--- config.mk ---
export PLATFORM = sky130hd
export DESIGN_NAME = satl_ctrl
export DESIGN_NICKNAME = d
export VERILOG_FILES = /design/src/rtl/core/satl_pkg.sv /design/src/rtl/core/satl_ctrl.sv
export VERILOG_INCLUDE_DIRS = /design/src /design/src/rtl/core
export SDC_FILE = /design/constraint.sdc
export NUM_CORES = 1
export LEC_CHECK = 0
export ABC_AREA = 1
export BUFFER_PORTS_ARGS = -buffer_cell sky130_fd_sc_hd__buf_2
export CAP_MARGIN = 30
export CORE_AREA = 2 2 39 41
export CTS_CLUSTER_DIAMETER = 100
export CTS_CLUSTER_SIZE = 16
export DETAILED_ROUTE_END_ITERATION = 16
export DIE_AREA = 0 0 41 43
export GPL_TIMING_DRIVEN = 1
export HOLD_SLACK_MARGIN = 0.15
export SYNTH_ARGS = -nofsm -noshare
export SYNTH_HDL_FRONTEND = slang
export SYNTH_SLANG_ARGS = --single-unit
--- constraint.sdc ---
create_clock -name clk -period 1.1 [get_ports clk]
set_input_delay 0.055 -clock clk [delete_from_list [all_inputs] [get_ports clk]]
set_output_delay 0.055 -clock clk [all_outputs]
set_load 0.02 [all_outputs]
--- src/rtl/core/set_assoc_cache_tag_lookup_assert.svh ---
// assertion macros shared by the tag lookup modules
`ifndef SET_ASSOC_CACHE_TAG_LOOKUP_ASSERT_SVH
`define SET_ASSOC_CACHE_TAG_LOOKUP_ASSERT_SVH
`ifndef NO_ASSERTIONS
// full property, clocked on clk, off while arst_n is low
`define SATL_ASSERT(label, prop, msg) \
	label: assert property (@(posedge clk) disable iff (!arst_n) prop) else $error(msg);
// same-cycle implication
`define SATL_ASSERT_IMPL(label, ante, cons, msg) \
	label: assert property (@(posedge clk) disable iff (!arst_n) (ante) |-> (cons)) else $error(msg);
`else
`define SATL_ASSERT(label, prop, msg)
`define SATL_ASSERT_IMPL(label, ante, cons, msg)
`endif
`endif

--- src/rtl/core/satl_pkg.sv ---
// shared constants and control types of the tag lookup block
package satl_pkg;

	// default geometry; SETS is a power of two
	localparam int WAYS_DEF     = 4;
	localparam int SETS_DEF     = 64;
	localparam int AGE_BITS_DEF = 8;

	localparam int ADDR_W    = 32;
	localparam int CNT_W     = 32;
	localparam int SHIFT_W   = 5;
	localparam int WAY_OUT_W = 2;
	localparam int LFSR_W    = 16;
	localparam int APB_AW    = 3;
	localparam int APB_DW    = 32;

	localparam logic [LFSR_W-1:0]  LFSR_SEED     = 16'hACE1;
	localparam logic               USE_LRU_RST   = 1'b1;
	localparam logic [SHIFT_W-1:0] OFS_SHIFT_RST = 5'd6;

	typedef enum logic {
		REG_USE_LRU      = 1'b0,
		REG_OFFSET_SHIFT = 1'b1
	} reg_idx_t;

	// controller to datapath
	typedef struct packed {
		logic clear;
		logic accept;
		logic lookup;
		logic commit;
	} satl_cmd_t;

	// datapath to controller
	typedef struct packed {
		logic clear_last;
		logic out_free;
	} satl_stat_t;

endpackage

--- src/rtl/core/satl_ctrl.sv ---
// sequencing state machine of the tag lookup
`include "set_assoc_cache_tag_lookup_assert.svh"
module satl_ctrl (
	input  logic                  clk,
	input  logic                  arst_n,
	input  logic                  req_valid,
	output logic                  req_stall,
	output satl_pkg::satl_cmd_t   cmd,
	input  satl_pkg::satl_stat_t  stat
);
	import satl_pkg::*;

	typedef enum logic [3:0] {
		ST_CLEAR  = 4'b0001,
		ST_IDLE   = 4'b0010,
		ST_LOOKUP = 4'b0100,
		ST_COMMIT = 4'b1000
	} state_t;

	state_t state_q, state_d;

	always_comb begin
		state_d = state_q;
		cmd     = '0;
		case (state_q)
			ST_CLEAR: begin
				cmd.clear = 1'b1;
				if (stat.clear_last) begin
					state_d = ST_IDLE;
				end
			end
			ST_IDLE: begin
				if (req_valid) begin
					cmd.accept = 1'b1;
					state_d    = ST_LOOKUP;
				end
			end
			ST_LOOKUP: begin
				cmd.lookup = 1'b1;
				state_d    = ST_COMMIT;
			end
			ST_COMMIT: begin
				if (stat.out_free) begin
					cmd.commit = 1'b1;
					state_d    = ST_IDLE;
				end
			end
			default: begin
				state_d = ST_CLEAR;
			end
		endcase
	end

	assign req_stall = (state_q != ST_IDLE);

	always_ff @(posedge clk or negedge arst_n) begin
		if (!arst_n) begin
			state_q <= ST_CLEAR;
		end else begin
			state_q <= state_d;
		end
	end

	`SATL_ASSERT(a_accept_to_lookup, (state_q == ST_IDLE && req_valid) |=> (state_q == ST_LOOKUP), "accepted request did not start lookup")
	`SATL_ASSERT(a_lookup_to_commit, (state_q == ST_LOOKUP) |=> (state_q == ST_COMMIT), "lookup not followed by commit")
	`SATL_ASSERT_IMPL(a_commit_free, cmd.commit, stat.out_free, "commit while result register busy")
endmodule

=== Yosys cells after proc, flatten, opt, wreduce, memory -nomap -nowiden ===
Cells that the tools add are included.

* Equality and inequality tests: 8
* Multiplexer cells: 10
* Reductions and logical operators: 1

{| class="wikitable"
|+ Operators with widths
! operator !! count
|-
| 4-bit case mux with 4 select lines || 1
|-
| 4-bit 2-to-1 mux || 3
|-
| 1-bit 2-to-1 mux || 6
|-
| 2-bit inequality test, second input constant || 3
|-
| 4-bit by 1-bit equality test with 1-bit output, second input constant || 1
|-
| 4-bit by 2-bit equality test with 1-bit output, second input constant || 1
|-
| 4-bit by 3-bit equality test with 1-bit output, second input constant || 1
|-
| 4-bit equality test, second input constant || 1
|-
| 4-bit by 2-bit inequality test with 1-bit output, second input constant || 1
|-
| 3-bit AND reduction || 1
|}

* Flip-flop bits (word level): 4
* Input bits: 5
* Output and inout bits: 5

=== Logic depth before layout (Yosys ltp) ===
* Depth after elaboration: 3
* Depth in mapped cells: 6
* Mapped depth without buffers: 6

=== Worst setup path after synthesis ===
Ideal clock, no wire load.

* Path type: reg-to-output
* Start: register state_q[2]
* End: output cmd[2] (netlist name)
* Arrival time: 1,144 ps
* Required time: 1,045 ps
* Path slack: -99 ps
* Cell stages (with the launch flop): 4
* Path buffers: 0
* Cells stage by stage: dfrtp_1 > nor2_2 > nand3_1 > nor2_1

{| class="wikitable"
|+ RTL lines
! item !! RTL line !! RTL
|-
| start, declared || satl_ctrl.sv:20 || <nowiki>state_t state_q, state_d;</nowiki>
|-
| start signal, assigned || satl_ctrl.sv:60 || <nowiki>state_q <= state_d;</nowiki>
|-
| end, declared || satl_ctrl.sv:8 || <nowiki>output satl_pkg::satl_cmd_t cmd,</nowiki>
|}

==> impl_metrics.env <==
export IMPL_fin_ws_ns=-0.0956
export IMPL_crit_chain="nor2_4 -> nand3_4 -> nor2_4 -> buf_6"
export IMPL_avgSynthCellArea_sq_um=6.83
export IMPL_largest_register="state_q"
export IMPL_place_hpwl_um=435
export IMPL_cp_start_kind="register"
export IMPL_post_drt_wl_per_cell_um=9.49
export IMPL_path_class="reg -> out"
export IMPL_layout_cells_non_filler=78
export IMPL_fmax_mhz=836
export IMPL_hold_viol_final=0
export IMPL_fin_hold_ws_ns=0.186
export IMPL_tns_ns=-0.363
export IMPL_crit_path_max_incr_delay_ns=0.41
export IMPL_r2r_setup_slack_ns=-0.01
export IMPL_die_height_um=43
export IMPL_utilization=0.386
export IMPL_endpoint_kind="output pin"
export IMPL_min_period_over_period=1.09
export IMPL_tightest_slew_ns=0.166
export IMPL_drcViolationCount=0
export IMPL_yosys_warnings=0
export IMPL_core_sq_mm=0.00138
export IMPL_violations="setup timing"
export IMPL_dr_max_layer_used="met4"
export IMPL_holdCritPathClass="in -> reg"
export IMPL_cts_sinks=4
export IMPL_syn_num_nets=40
export IMPL_required_ns=1.04
export IMPL_netlist_area_sq_um=239
export IMPL_syn2layout_area_growth_pct=124
export IMPL_io_buffers=9
export IMPL_htreeDepth=1
export IMPL_drv_cap=0
export IMPL_postLayoutCellArea_sq_um=534
export IMPL_wl_met1_um=252
export IMPL_antenna_found_initial=0
export IMPL_dr_wl_met3_um=30
export IMPL_die_area_sq_mm=0.00176
export IMPL_grt_pass1_vias=310
export IMPL_synth_distinct_cells=13
export IMPL_num_rows=14
export IMPL_final_layout_size_suffix_gt1_frac=0.597
export IMPL_critPathArrivalTime_ns=1.14
export IMPL_firstDrtPassIters=2
export IMPL_die_x_um=41
export IMPL_wl_um=740
export IMPL_clkTransAtPathRegs_ns=0.04
export IMPL_largest_reg_flops=4
export IMPL_power_density_mw_per_mm2=2380
export IMPL_cts_root_buf="clkbuf_4"
export IMPL_wl_met2_um=413
export IMPL_reg_largest_list="state_q: 4 flops"
export IMPL_antenna_cells=0
export IMPL_leakagePower_nw=0.268
export IMPL_rsz0062_at_grt="true"
export IMPL_io_pins=10
export IMPL_cts_buffers_inserted=3
export IMPL_ir_worst_vdd_v=0.000836
export IMPL_viasPerCell=4.17
export IMPL_synth_seq_cells=4
export IMPL_grt_total_usage=0.106
export IMPL_finalClockSkew_ns=0.00459
export IMPL_grt_max_degree=5
export IMPL_status="complete, but fails checks"
export IMPL_vias=325
export IMPL_relSlewSlack=0.889
export IMPL_cts_buffer_depth=2
export IMPL_setup_viol=7
export IMPL_maxSlewViolCount=0
export IMPL_nFillCells=149
export IMPL_crit_family="flip-flops"
export IMPL_crit_top_cell="nor2_4"
export IMPL_dp_cells=60
export IMPL_finalCriticalPeriod_ns=1.20
export IMPL_cts_tree="built"
export IMPL_detail_route_antenna_nets=0
export IMPL_ys_seq_area_frac=0.424
export IMPL_syn_inst=35
export IMPL_power_mw=1.27
export IMPL_path_max_fanout=3
export IMPL_fin_nets=68
export IMPL_drtIter0Drc=1
export IMPL_slowest_stage="dfrtp_1"
export IMPL_clock_latency_ns=0.23
export IMPL_gp_congestion=0.646
export IMPL_initial_core_util=0.173
export IMPL_place_area_sq_um=317
export IMPL_overflow=0
export IMPL_path_buf_inv=1
export IMPL_grt_pass1_wl_mm=1.20
export IMPL_dp_slack_ns=0.0491
-- layer usage --
layer  vias to the layer above  track usage
met4                         0        0.127
met2                         9        0.147
li1                        161            -
met5                         -            0
met1                       151        0.114
met3                         4       0.0209
-- logic make-up after synthesis --
| group | count (synthesis) | share of synthesized area |
|---|---|---|
| compound gates | 1 | 0.0209 |
| buf+inv | 7 | 0.110 |
| flops | 4 | 0.424 |
| simple gates | 23 | 0.445 |
-- cell usage in the layout (no fill, tap or decap) --
cell type	count
clkinv_1	1
nand3_1	3
o21ai_1	1
nor3_2	1
nand3_4	1
nor2_4	4
inv_2	2
dlygate4sd3_1	4
nor2_2	2
nand2_1	5
buf_2	4
nand3b_1	1
clkbuf_1	1
inv_4	1
dfrtp_2	1
clkbuf_4	3
inv_1	3
buf_4	9
buf_6	6
nand4_1	1
nand2_2	2
dfrtp_1	2
dfstp_2	1
nor2_1	3
-- tightest hold or removal path, stage by stage --
cell      delay (ns)
buf_2           0.10
clkinv_1        0.06
nand3_1         0.10
nand2_1         0.07
-- power by group --
group,internal [mW],leakage (nW),switching [mW]
Clock,0.136,0.0150,0.0612
Combinational,0.410,0.204,0.385
Sequential,0.211,0.0490,0.0691
-- cell usage after synthesis, drive strengths merged --
master / number / area [sq um]
dfstp: 1 / 26.3
nor3: 1 / 5.00
nand4: 1 / 6.26
nand3: 4 / 20.0
dfrtp: 3 / 75.1
nor2: 9 / 41.3
nand3b: 1 / 7.51
inv: 6 / 22.5
clkinv: 1 / 3.75
o21ai: 1 / 5.00
nand2: 7 / 26.3
-- repair_timing --
action / 4_1_cts / 5_1_grt
hold endpoints to repair: 6 / 0
hold buffers: 4 / 0
setup endpoints to repair: 5 / 8
resized for setup: 10 / 14
buffers inserted: 8 / 2
pin swaps: 5 / 6
-- final cells by class --
| class | instances | area, sq um | share of cell area |
|---|---|---|---|
| clock buffers | 4 | 26.3 | 0.0492 |
| inverters | 7 | 28.8 | 0.0539 |
| flip-flops and latches | 4 | 103 | 0.192 |
| well taps | 16 | 20.0 | 0.0375 |
| repair buffers | 23 | 195 | 0.365 |
| multi-input cells | 24 | 161 | 0.302 |
-- worst paths after layout --
path,startpoint,end,depth (start not counted)
setup / recovery,state_q[3],cmd[2],4
hold / removal,stat[0],state_q[3],4
setup reg to reg,state_q[1],state_q[1],6
hold reg to reg,state_q[2],state_q[3],3
max in group asynchronous,arst_n,state_q[2],3
min in group asynchronous,arst_n,state_q[0],2
No activity file was read; power rests on OpenSTA's default activity.
